--- src/hdl/pgu_pkg.sv ---
// Shared types and constants of the palette grid upscaler.
// No dependencies.
package pgu_pkg;

    localparam int POS_W       = 6;   // grid column / row position
    localparam int CW_W        = 8;   // canvas width register
    localparam int RH_W        = 4;   // row height register
    localparam int CODE_W      = 8;
    localparam int IDX_W       = 4;
    localparam int COLOR_W     = 16;
    localparam int ROW_W       = 9;
    localparam int SPAN_W      = 8;
    localparam int STORE_DEPTH = 16;
    localparam int MAX_SPANS   = 8;
    localparam int PROD_W      = 14;  // (gx+1)*canvas_width <= 64*255
    localparam int CFG_IDX_W   = 2;
    localparam int CFG_DATA_W  = 8;
    localparam int QUEUE_DEPTH = 4;
    localparam int QPTR_W      = 2;

    localparam logic [COLOR_W-1:0] BLACK          = 16'h0000;
    localparam logic [CW_W-1:0]    CANVAS_W_RST   = 8'd120;
    localparam logic [RH_W-1:0]    ROW_HEIGHT_RST = 4'd6;

    typedef enum logic {
        OP_DRAW  = 1'b0,
        OP_WRITE = 1'b1
    } t_op;

    typedef enum logic [CFG_IDX_W-1:0] {
        CFG_CANVAS_WIDTH = 2'd0,
        CFG_ROW_HEIGHT   = 2'd1,
        CFG_PALETTE_EN   = 2'd2
    } t_cfg_idx;

    typedef struct packed {
        logic [CW_W-1:0] canvas_width;
        logic [RH_W-1:0] row_height;
        logic            palette_en;
    } t_cfg;

    // one classified cell, queued for span expansion
    typedef struct packed {
        logic [ROW_W-1:0]   row_base;
        logic [SPAN_W-1:0]  x0;
        logic [SPAN_W-1:0]  len;
        logic [COLOR_W-1:0] color;
        logic [RH_W-1:0]    spans;
        logic               last_cell;
    } t_job;

endpackage

--- src/hdl/pgu_channels.sv ---
// Request channels of the palette grid upscaler: input, span output, config.
// Depends on pgu_pkg.
interface pgu_in_if;
    import pgu_pkg::*;
    logic               valid;
    logic               ready;
    logic               op;
    logic [CODE_W-1:0]  cell_code;
    logic               frame_start;
    logic [IDX_W-1:0]   entry_index;
    logic [COLOR_W-1:0] entry_color;
    modport source(output valid, op, cell_code, frame_start, entry_index, entry_color,
                   input ready);
    modport sink(input valid, op, cell_code, frame_start, entry_index, entry_color,
                 output ready);
endinterface

interface pgu_out_if;
    import pgu_pkg::*;
    logic               valid;
    logic               ready;
    logic [ROW_W-1:0]   pixel_row;
    logic [SPAN_W-1:0]  span_start;
    logic [SPAN_W-1:0]  span_length;
    logic [COLOR_W-1:0] span_color;
    logic               cell_done;
    logic               frame_done;
    modport source(output valid, pixel_row, span_start, span_length, span_color,
                   cell_done, frame_done, input ready);
    modport sink(input valid, pixel_row, span_start, span_length, span_color,
                 cell_done, frame_done, output ready);
endinterface

interface pgu_cfg_if;
    import pgu_pkg::*;
    logic                  valid;
    logic                  ready;
    logic [CFG_IDX_W-1:0]  index;
    logic [CFG_DATA_W-1:0] data;
    modport source(output valid, index, data, input ready);
    modport sink(input valid, index, data, output ready);
endinterface

--- src/hdl/palette_grid_upscaler_unit.sv ---
// Palette grid upscaler top level: config registers, front end, job queue, span generator.
// Depends on pgu_pkg, pgu_channels, pgu_front, pgu_queue, pgu_back.
//
// Takes grid cell codes in row-major order (op draw) and palette writes (op write) on i_in,
// and sends one request per canvas span on o_out. Each drawn cell yields min(row_height, 8)
// spans on rows gy*row_height+dy covering columns gx*width/GRID_SIZE up to
// (gx+1)*width/GRID_SIZE; a row height of zero draws nothing but still steps the position.
// Rate: the span generator sends one span per clock while the output is not stalled, so a
// cell's spans leave back to back; input requests are taken one per clock while the front
// stage is free or the four-entry job queue has room; palette writes and empty cells stop
// in the front end. An accepted cell is registered in the front stage, then divided and
// written to the queue, popped into the generator and put in the output register as a span.
// Config writes (i_cfg, always ready) are only to be made while the block is idle.
module palette_grid_upscaler_unit #(
    parameter int GRID_SIZE       = 20,
    parameter int PALETTE_ENTRIES = 16
) (
    input  logic      i_clk,
    input  logic      i_rst_n,
    pgu_in_if.sink    i_in,
    pgu_out_if.source o_out,
    pgu_cfg_if.sink   i_cfg
);
    import pgu_pkg::*;

    t_cfg r_cfg;
    t_job push_job, pop_job;
    logic push, pop, full, empty;

    // config registers; writes beyond the list are dropped
    assign i_cfg.ready = 1'b1;

    always_ff @(posedge i_clk) begin
        if (!i_rst_n) begin
            r_cfg.canvas_width <= CANVAS_W_RST;
            r_cfg.row_height   <= ROW_HEIGHT_RST;
            r_cfg.palette_en   <= 1'b1;
        end else if (i_cfg.valid && i_cfg.ready) begin
            unique case (t_cfg_idx'(i_cfg.index))
                CFG_CANVAS_WIDTH: r_cfg.canvas_width <= i_cfg.data[CW_W-1:0];
                CFG_ROW_HEIGHT:   r_cfg.row_height   <= i_cfg.data[RH_W-1:0];
                CFG_PALETTE_EN:   r_cfg.palette_en   <= i_cfg.data[0];
                default: ;
            endcase
        end
    end

    // front: palette, position, geometry
    pgu_front #(
        .GRID_SIZE       (GRID_SIZE),
        .PALETTE_ENTRIES (PALETTE_ENTRIES)
    ) u_front (
        .i_clk   (i_clk),
        .i_rst_n (i_rst_n),
        .i_cfg   (r_cfg),
        .i_in    (i_in),
        .o_push  (push),
        .o_job   (push_job),
        .i_full  (full)
    );

    // decouples classification from span output
    pgu_queue u_queue (
        .i_clk   (i_clk),
        .i_rst_n (i_rst_n),
        .i_push  (push),
        .i_job   (push_job),
        .o_full  (full),
        .i_pop   (pop),
        .o_job   (pop_job),
        .o_empty (empty)
    );

    // back: one span per cycle while the output is not stalled
    pgu_back u_back (
        .i_clk   (i_clk),
        .i_rst_n (i_rst_n),
        .i_job   (pop_job),
        .i_empty (empty),
        .o_pop   (pop),
        .o_out   (o_out)
    );

endmodule

--- src/hdl/pgu_front.sv ---
// Front end: accepts requests, updates the palette and grid position,
// computes span geometry. Depends on pgu_pkg and pgu_channels.
module pgu_front #(
    parameter int GRID_SIZE       = 20,
    parameter int PALETTE_ENTRIES = 16
) (
    input  logic          i_clk,
    input  logic          i_rst_n,
    input  pgu_pkg::t_cfg i_cfg,
    pgu_in_if.sink        i_in,
    output logic          o_push,
    output pgu_pkg::t_job o_job,
    input  logic          i_full
);
    import pgu_pkg::*;

    localparam logic [POS_W:0]  GRID_L   = (POS_W+1)'(GRID_SIZE);
    localparam logic [POS_W-1:0] GRID_LAST = POS_W'(GRID_SIZE - 1);
    localparam int PAL_LIMIT = (PALETTE_ENTRIES < STORE_DEPTH) ? PALETTE_ENTRIES : STORE_DEPTH;
    localparam logic [CODE_W:0] PAL_LIM  = (CODE_W+1)'(PAL_LIMIT);
    // x / GRID_SIZE as (x * RECIP) >> SHIFT, exact for x < 2**PROD_W
    localparam int SHIFT   = PROD_W + $clog2(GRID_SIZE);
    localparam int RECIP   = ((1 << SHIFT) + GRID_SIZE - 1) / GRID_SIZE;
    localparam int MUL_W   = PROD_W + SHIFT + 1;

    logic [POS_W-1:0]   r_col, r_row, n_col, n_row;
    logic [COLOR_W-1:0] r_pal [STORE_DEPTH];

    logic               r_a_vld;
    logic [PROD_W-1:0]  r_a_p0, r_a_p1;
    logic [ROW_W-1:0]   r_a_row_base;
    logic [COLOR_W-1:0] r_a_color;
    logic [RH_W-1:0]    r_a_spans;
    logic               r_a_last;

    logic               accept, draw, wr, load;
    logic [POS_W-1:0]   gx_raw, gy_raw, gx, gy;
    logic [COLOR_W-1:0] color;
    logic [RH_W-1:0]    spans;
    logic [PROD_W-1:0]  p0, p1;
    logic [MUL_W-1:0]   m0, m1;
    logic [SPAN_W-1:0]  x0, x1;

    assign i_in.ready = !r_a_vld || !i_full;
    assign accept     = i_in.valid && i_in.ready;
    assign draw       = accept && (t_op'(i_in.op) == OP_DRAW);
    assign wr         = accept && (t_op'(i_in.op) == OP_WRITE);

    // position, with frame restart and stray-position wrap
    always_comb begin
        gx_raw = i_in.frame_start ? '0 : r_col;
        gy_raw = i_in.frame_start ? '0 : r_row;
        gx     = ({1'b0, gx_raw} >= GRID_L) ? '0 : gx_raw;
        gy     = ({1'b0, gy_raw} >= GRID_L) ? '0 : gy_raw;
        if (gx == GRID_LAST) begin
            n_col = '0;
            n_row = (gy == GRID_LAST) ? '0 : gy + POS_W'(1);
        end else begin
            n_col = gx + POS_W'(1);
            n_row = gy;
        end
    end

    always_comb begin
        if (!i_cfg.palette_en || ({1'b0, i_in.cell_code} >= PAL_LIM)) begin
            color = BLACK;
        end else begin
            color = r_pal[i_in.cell_code[IDX_W-1:0]];
        end
    end

    assign spans = (i_cfg.row_height > RH_W'(MAX_SPANS)) ? RH_W'(MAX_SPANS) : i_cfg.row_height;
    assign p0    = PROD_W'(gx) * PROD_W'(i_cfg.canvas_width);
    assign p1    = (PROD_W'(gx) + PROD_W'(1)) * PROD_W'(i_cfg.canvas_width);
    assign load  = draw && (spans != '0);

    // second stage: divide by the grid size and push
    assign m0     = MUL_W'(r_a_p0) * MUL_W'(RECIP);
    assign m1     = MUL_W'(r_a_p1) * MUL_W'(RECIP);
    assign x0     = m0[SHIFT +: SPAN_W];
    assign x1     = m1[SHIFT +: SPAN_W];
    assign o_push = r_a_vld && !i_full;

    always_comb begin
        o_job.row_base  = r_a_row_base;
        o_job.x0        = x0;
        o_job.len       = x1 - x0;
        o_job.color     = r_a_color;
        o_job.spans     = r_a_spans;
        o_job.last_cell = r_a_last;
    end

    always_ff @(posedge i_clk) begin
        if (!i_rst_n) begin
            r_col   <= '0;
            r_row   <= '0;
            r_a_vld <= 1'b0;
            for (int k = 0; k < STORE_DEPTH; k++) begin
                r_pal[k] <= BLACK;
            end
        end else begin
            if (draw) begin
                r_col <= n_col;
                r_row <= n_row;
            end
            if (wr) begin
                r_pal[i_in.entry_index] <= i_in.entry_color;
            end
            if (load) begin
                r_a_vld <= 1'b1;
            end else if (o_push) begin
                r_a_vld <= 1'b0;
            end
        end
    end

    always_ff @(posedge i_clk) begin
        if (load) begin
            r_a_p0       <= p0;
            r_a_p1       <= p1;
            r_a_row_base <= ROW_W'((POS_W+RH_W)'(gy) * (POS_W+RH_W)'(i_cfg.row_height));
            r_a_color    <= color;
            r_a_spans    <= spans;
            r_a_last     <= (gx == GRID_LAST) && (gy == GRID_LAST);
        end
    end

endmodule

--- src/hdl/pgu_queue.sv ---
// Short job queue between front end and span generator.
// Depends on pgu_pkg.
module pgu_queue (
    input  logic          i_clk,
    input  logic          i_rst_n,
    input  logic          i_push,
    input  pgu_pkg::t_job i_job,
    output logic          o_full,
    input  logic          i_pop,
    output pgu_pkg::t_job o_job,
    output logic          o_empty
);
    import pgu_pkg::*;

    t_job              r_mem [QUEUE_DEPTH];
    logic [QPTR_W-1:0] r_wr, r_rd;
    logic [QPTR_W:0]   r_cnt;

    assign o_full  = (r_cnt == (QPTR_W+1)'(QUEUE_DEPTH));
    assign o_empty = (r_cnt == '0);
    assign o_job   = r_mem[r_rd];

    always_ff @(posedge i_clk) begin
        if (!i_rst_n) begin
            r_wr  <= '0;
            r_rd  <= '0;
            r_cnt <= '0;
        end else begin
            if (i_push) r_wr <= r_wr + QPTR_W'(1);
            if (i_pop)  r_rd <= r_rd + QPTR_W'(1);
            if (i_push && !i_pop) begin
                r_cnt <= r_cnt + (QPTR_W+1)'(1);
            end else if (i_pop && !i_push) begin
                r_cnt <= r_cnt - (QPTR_W+1)'(1);
            end
        end
    end

    always_ff @(posedge i_clk) begin
        if (i_push) r_mem[r_wr] <= i_job;
    end

endmodule

--- src/hdl/pgu_back.sv ---
// Span generator: expands queued cells into one span per cycle, while the output is not
// stalled, into an output register. Depends on pgu_pkg and pgu_channels.
module pgu_back (
    input  logic          i_clk,
    input  logic          i_rst_n,
    input  pgu_pkg::t_job i_job,
    input  logic          i_empty,
    output logic          o_pop,
    pgu_out_if.source     o_out
);
    import pgu_pkg::*;

    t_job             r_job;
    logic             r_act;
    logic [RH_W-1:0]  r_left;
    logic [ROW_W-1:0] r_row;
    logic             r_ov;

    logic out_free, emit, last;

    assign out_free = !r_ov || o_out.ready;
    assign emit     = r_act && out_free;
    assign last     = (r_left == RH_W'(1));
    assign o_pop    = !i_empty && (!r_act || (emit && last));
    assign o_out.valid = r_ov;

    always_ff @(posedge i_clk) begin
        if (!i_rst_n) begin
            r_act <= 1'b0;
            r_ov  <= 1'b0;
        end else begin
            if (o_pop) begin
                r_act <= 1'b1;
            end else if (emit && last) begin
                r_act <= 1'b0;
            end
            if (emit) begin
                r_ov <= 1'b1;
            end else if (o_out.ready) begin
                r_ov <= 1'b0;
            end
        end
    end

    always_ff @(posedge i_clk) begin
        if (o_pop) begin
            r_job  <= i_job;
            r_row  <= i_job.row_base;
            r_left <= i_job.spans;
        end else if (emit) begin
            r_row  <= r_row + ROW_W'(1);
            r_left <= r_left - RH_W'(1);
        end
        if (emit) begin
            o_out.pixel_row   <= r_row;
            o_out.span_start  <= r_job.x0;
            o_out.span_length <= r_job.len;
            o_out.span_color  <= r_job.color;
            o_out.cell_done   <= last;
            o_out.frame_done  <= last && r_job.last_cell;
        end
    end

endmodule

--- src/flat_wrapper.sv ---
// flat-port wrapper written by rule: the top's interface ports become plain ports
module palette_grid_upscaler_unit_flat import pgu_pkg::*;
#(
    parameter int GRID_SIZE       = 20,
    parameter int PALETTE_ENTRIES = 16
)
  (i_clk, i_rst_n, i_in_valid, i_in_op, i_in_cell_code, i_in_frame_start, i_in_entry_index, i_in_entry_color, i_in_ready, o_out_valid, o_out_pixel_row, o_out_span_start, o_out_span_length, o_out_span_color, o_out_cell_done, o_out_frame_done, o_out_ready, i_cfg_valid, i_cfg_index, i_cfg_data, i_cfg_ready);
  pgu_in_if i_in_i ();
  pgu_out_if o_out_i ();
  pgu_cfg_if i_cfg_i ();
  input  logic i_clk;
  input  logic i_rst_n;
  input wire logic [$bits(i_in_i.valid)-1:0] i_in_valid;
  input wire logic [$bits(i_in_i.op)-1:0] i_in_op;
  input wire logic [$bits(i_in_i.cell_code)-1:0] i_in_cell_code;
  input wire logic [$bits(i_in_i.frame_start)-1:0] i_in_frame_start;
  input wire logic [$bits(i_in_i.entry_index)-1:0] i_in_entry_index;
  input wire logic [$bits(i_in_i.entry_color)-1:0] i_in_entry_color;
  output wire logic [$bits(i_in_i.ready)-1:0] i_in_ready;
  output wire logic [$bits(o_out_i.valid)-1:0] o_out_valid;
  output wire logic [$bits(o_out_i.pixel_row)-1:0] o_out_pixel_row;
  output wire logic [$bits(o_out_i.span_start)-1:0] o_out_span_start;
  output wire logic [$bits(o_out_i.span_length)-1:0] o_out_span_length;
  output wire logic [$bits(o_out_i.span_color)-1:0] o_out_span_color;
  output wire logic [$bits(o_out_i.cell_done)-1:0] o_out_cell_done;
  output wire logic [$bits(o_out_i.frame_done)-1:0] o_out_frame_done;
  input wire logic [$bits(o_out_i.ready)-1:0] o_out_ready;
  input wire logic [$bits(i_cfg_i.valid)-1:0] i_cfg_valid;
  input wire logic [$bits(i_cfg_i.index)-1:0] i_cfg_index;
  input wire logic [$bits(i_cfg_i.data)-1:0] i_cfg_data;
  output wire logic [$bits(i_cfg_i.ready)-1:0] i_cfg_ready;
  assign i_in_i.valid = i_in_valid;
  assign i_in_i.op = i_in_op;
  assign i_in_i.cell_code = i_in_cell_code;
  assign i_in_i.frame_start = i_in_frame_start;
  assign i_in_i.entry_index = i_in_entry_index;
  assign i_in_i.entry_color = i_in_entry_color;
  assign i_in_ready = i_in_i.ready;
  assign o_out_valid = o_out_i.valid;
  assign o_out_pixel_row = o_out_i.pixel_row;
  assign o_out_span_start = o_out_i.span_start;
  assign o_out_span_length = o_out_i.span_length;
  assign o_out_span_color = o_out_i.span_color;
  assign o_out_cell_done = o_out_i.cell_done;
  assign o_out_frame_done = o_out_i.frame_done;
  assign o_out_i.ready = o_out_ready;
  assign i_cfg_i.valid = i_cfg_valid;
  assign i_cfg_i.index = i_cfg_index;
  assign i_cfg_i.data = i_cfg_data;
  assign i_cfg_ready = i_cfg_i.ready;
  palette_grid_upscaler_unit #(.GRID_SIZE(GRID_SIZE), .PALETTE_ENTRIES(PALETTE_ENTRIES)) u_core (.i_clk(i_clk), .i_rst_n(i_rst_n), .i_in(i_in_i), .o_out(o_out_i), .i_cfg(i_cfg_i));
endmodule
--- config.mk ---
export PLATFORM = sky130hd
export DESIGN_NAME = palette_grid_upscaler_unit_flat
export DESIGN_NICKNAME = d
export VERILOG_FILES = /design/src/hdl/pgu_pkg.sv /design/src/hdl/pgu_channels.sv /design/src/hdl/palette_grid_upscaler_unit.sv /design/src/hdl/pgu_front.sv /design/src/hdl/pgu_queue.sv /design/src/hdl/pgu_back.sv /design/src/flat_wrapper.sv
export SDC_FILE = /design/constraint.sdc
export NUM_CORES = 1
export LEC_CHECK = 0
export CAP_MARGIN = 40
export CELL_PAD_IN_SITES_DETAIL_PLACEMENT = 0
export CELL_PAD_IN_SITES_GLOBAL_PLACEMENT = 2
export CORE_ASPECT_RATIO = 0.6
export CORE_MARGIN = 1
export CORE_UTILIZATION = 47
export CTS_CLUSTER_DIAMETER = 40
export DETAILED_ROUTE_END_ITERATION = 16
export DONT_BUFFER_PORTS = 1
export PLACE_DENSITY_LB_ADDON = 0.1
export SYNTH_ARGS = -nofsm -noshare
export SYNTH_HDL_FRONTEND = slang
export SYNTH_SLANG_ARGS = --single-unit
--- constraint.sdc ---
create_clock -name i_clk -period 9.25 [get_ports i_clk]
set_clock_uncertainty 0.15 [all_clocks]
set_input_delay 1.85 -clock i_clk [delete_from_list [all_inputs] [get_ports i_clk]]
set_output_delay 1.85 -clock i_clk [all_outputs]
set_load 0.02 [all_outputs]
==> impl_results.md <==
- Post-synthesis cell area: 34,870 µm²
- Synthesized area divided by synthesized cell count: 14.20 µm²
- Worst slack, placed: 1784 ps
- Type of element launching the critical path: register
- Pin count of the biggest net entering global routing: 65
- Detailed-route wire length: 79.14 mm
- Share of synthesized cell area in full adder, half adder and majority cells: 0.2012
- Basic-gate share of the synthesized area counting and, or, nand and nor cells: 0.09522
- Family with the most delay on the worst path: adder cells
- Result of the run: finished clean
- Main synth FF type: sky130_fd_sc_hd__edfxtp_1
- Core box area: 72,550 µm²
- Syn. warnings: 0
- Area post-placement: 36,240 µm²
- Largest cells by area after synthesis: sky130_fd_sc_hd__edfxtp_1 (51%), sky130_fd_sc_hd__fa_1 (11%), sky130_fd_sc_hd__ha_1 (9.6%)
- Sinks on Clock Net: 624
- Multiplexer share of the synthesized area: 0.08600
- Number of standard cells after synthesis: 2,456
- Post-synth EDFFs: 587
- Most common cell after layout, fill and taps aside: sky130_fd_sc_hd__edfxtp_1
- Post-layout total power: 13.87 mW
- Clock network latency to the later pin of the worst-skew pair: 630 ps
- Sort of element at the end of the critical path: register
- Worst hold margin: 270.6 ps
- Leakage component of the power: 15.75 nW
- Post-CTS Setup Inserts: 0
- Final instance area: 38,790 µm²
- Starting utilization of the core area: 0.4807
- Share of flip-flops with an asynchronous set or reset: 0
- Number of antenna violations at the first check in global routing: 2
- Crit path buffers/inverters: 4
- Number of DRC markers after the initial detailed-route iteration: 1,519
- Setup CP Type: reg -> reg
- WP data required: 9440 ps
- Power density normalized to cell area: 357.4 nW/µm²
- Area share of xor/xnor cells in the synthesized design: 0.01848
- Fin crit period: 7426 ps
- First-pass GRT wire length: 121.2 mm
- Fraction of final layout cells with drive strength greater than 1: 0.1217
- Number of iterations in the first detailed-routing pass: 5
- Period utilisation layout: 0.8028
- CTS H-Tree Depth: 3
- Number of global-route vias before repair: 19,390
- Min setup slack post-route: 1824 ps
- CTS Buf Count: 74
- TritonCTS clock tree: built
- Flop and latch count out of synthesis: 624
- Top library cells by usage in the layout, fill and taps aside: sky130_fd_sc_hd__edfxtp_1 (587), sky130_fd_sc_hd__inv_1 (335), sky130_fd_sc_hd__and2_1 (299)
- Min-delay worst type: reg -> reg
- Cell with the largest stage delay on the worst path: sky130_fd_sc_hd__fa_1
- Number of distinct standard cells referenced by the synthesized netlist: 56
- Die extent in y: 213 µm
- Register area share after synthesis: 0.5267
- Die Outline Area: 75,330 µm²
- Horizontal die dimension: 353.7 µm
- Total of max-cap violations: 0
- Clock transition at the registers of the reported paths: 60 ps
- Final weighted congestion in routability-driven placement: 0.8379
- Layout net count: 3,008
- Final Hold Viols: 0
- Via count of the routed design: 18,620
- Number of gates resized after cts: 0
- Average vias per placed instance: 5.250
- Worst voltage drop across the vdd grid: 0.0006988 V
- Routed wire length per instance: 22.31 µm
- Peak per-stage delay on the critical path: 550 ps
- Remaining design rule violation count: 0
- Utilization after layout: 0.5347
- Post-detail-place hpwl: 57.10 mm
- Number of placement rows: 76
- Largest area contributor in the synthesized netlist: sky130_fd_sc_hd__edfxtp_1
- # diodes: 0
- Total Neg Setup Slack: 0 ps
- Synthesized-area fraction occupied by ao, oa, aoi and oai cells: 0.02572
- Transition time at the pin with the least slew margin: 880.7 ps
- Post-layout instance count excluding filler cells: 3,547
- Post-route ant nets: 0
- Synth-to-Final Area Change: 11.24%
- DP Cell Count: 3,411
- Critical path fanouts, max: 4
- Max Slew Vio Count: 0
- Unrepaired setup endpoints after global routing: false
- Maximum buffer depth of the clock tree: 3
- Achievable clock frequency: 0.1347 GHz
- Number of setup violations in the final report: 0
- Data arrival time of the worst path: 7620 ps
- Top-area cell type share of the netlist area: 0.5054
- Leftover overflow at the end of global routing: 0
- Root buffer cell: sky130_fd_sc_hd__clkbuf_16
- Overall routing resource usage: 0.2173
- Largest family of logic cells by synthesized area: adder cells
- Tightest slew margin relative to the limit: 0.4129
- Count of input and output buffers: 0
- Hold-fix buffers, CTS: 0
- Ports: 91
- Most used cell along the critical path: sky130_fd_sc_hd__fa_1
[report_power, final]
group / total (mW) / internal (mW) / leakage [nW] / switching, mW
clock: 3.01 / 1.78 / 1.23 / 1.23
sequential: 4.70 / 4.43 / 6.01 / 0.272
combinational: 6.15 / 2.51 / 8.51 / 3.64
total: 13.9 / 8.73 / 15.7 / 5.14
[cell families after synthesis]
| kind of cell | Yosys count |
|---|---|
| adders and majority gates | 451 |
| AOI/OAI and AO/OA | 141 |
| buffers and inverters | 428 |
| DFF | 624 |
| and+or+nand+nor | 596 |
| xor gates and xnor gates | 72 |
| muxes | 142 |
| other | 2 |
[cell usage after synthesis (all sizes together), types with 11 or more instances]
cell type  count
a21o          11
a21oi         50
and2         304
and3          22
buf           17
clkbuf        74
dfxtp         37
edfxtp       587
fa           183
ha           268
inv          336
mux2i         15
mux4         126
nand2         97
nand3         20
nor2          55
nor2b         41
nor3          17
o21ai         32
o21bai        13
xnor2         53
xor2          18
[final timing paths]
kind,slack (ps),startpoint,end,cells past startpoint
hold / removal,270,u_core.u_back.r_job[14],u_core.u_back.o_out.span_color[9],0
setup reg to reg,1820,u_core.u_front.r_a_p1[11],u_core.u_queue.r_mem[3][28],27
setup / recovery,1820,u_core.u_front.r_a_p1[11],u_core.u_queue.r_mem[3][28],27
hold reg to reg,270,u_core.u_back.r_job[14],u_core.u_back.o_out.span_color[9],0
[worst register-to-register path, stage by stage (launching register included)]
cell and delay [ps]:
sky130_fd_sc_hd__edfxtp_1 460, sky130_fd_sc_hd__fa_1 490, sky130_fd_sc_hd__fa_1 520, sky130_fd_sc_hd__fa_1 550, sky130_fd_sc_hd__inv_1 50, sky130_fd_sc_hd__fa_1 550, sky130_fd_sc_hd__inv_1 60, sky130_fd_sc_hd__fa_1 530
sky130_fd_sc_hd__inv_1 50, sky130_fd_sc_hd__fa_1 530, sky130_fd_sc_hd__inv_1 40, sky130_fd_sc_hd__ha_1 330, sky130_fd_sc_hd__a21oi_1 160, sky130_fd_sc_hd__o21ai_1 100, sky130_fd_sc_hd__a2111oi_0 430, sky130_fd_sc_hd__a211o_1 240
sky130_fd_sc_hd__nand2_1 90, sky130_fd_sc_hd__a21oi_1 230, sky130_fd_sc_hd__xnor2_1 180, sky130_fd_sc_hd__ha_1 260, sky130_fd_sc_hd__nor2b_1 120, sky130_fd_sc_hd__o21ai_0 160, sky130_fd_sc_hd__nand2b_1 110, sky130_fd_sc_hd__a21o_1 190
sky130_fd_sc_hd__nand2_1 80, sky130_fd_sc_hd__a21oi_1 80, sky130_fd_sc_hd__xnor2_1 170, sky130_fd_sc_hd__xnor3_1 270
[area by class of cell]
type	instances	area [µm²]
flip-flops and latches	624	18370
repair buffers	46	386.6
clock buffers	89	1971
fillers	6008	33760
clock inverters	47	581.8
multi-input cells	1429	15000
inverters	337	1265
well taps	975	1220
[sequential cells by signal, indices dropped and copies added (netlist names), 9 cells and up, named ones only]
signal / flops
u_core.u_front.r_pal: 256
u_core.u_queue.r_mem: 184
u_core.u_back.r_job: 33
u_core.u_back.o_out.span_color: 16
u_core.u_front.r_a_color: 16
u_core.u_front.r_a_p0: 14
u_core.u_front.r_a_p1: 14
u_core.r_cfg: 13
u_core.u_back.o_out.pixel_row: 9
u_core.u_back.r_row: 9
u_core.u_front.r_a_row_base: 9
[metal layers]
metal / global-route usage / vias to the layer above / share of wire
met5: 0 / - / 0.00016
met2: 0.2978 / 406 / 0.40
met3: 0.05026 / 89 / 0.062
li1: - / 8653 / -
met1: 0.3492 / 9472 / 0.52
met4: 0.04030 / 2 / 0.015
No activity file was read; power rests on OpenSTA's default activity.
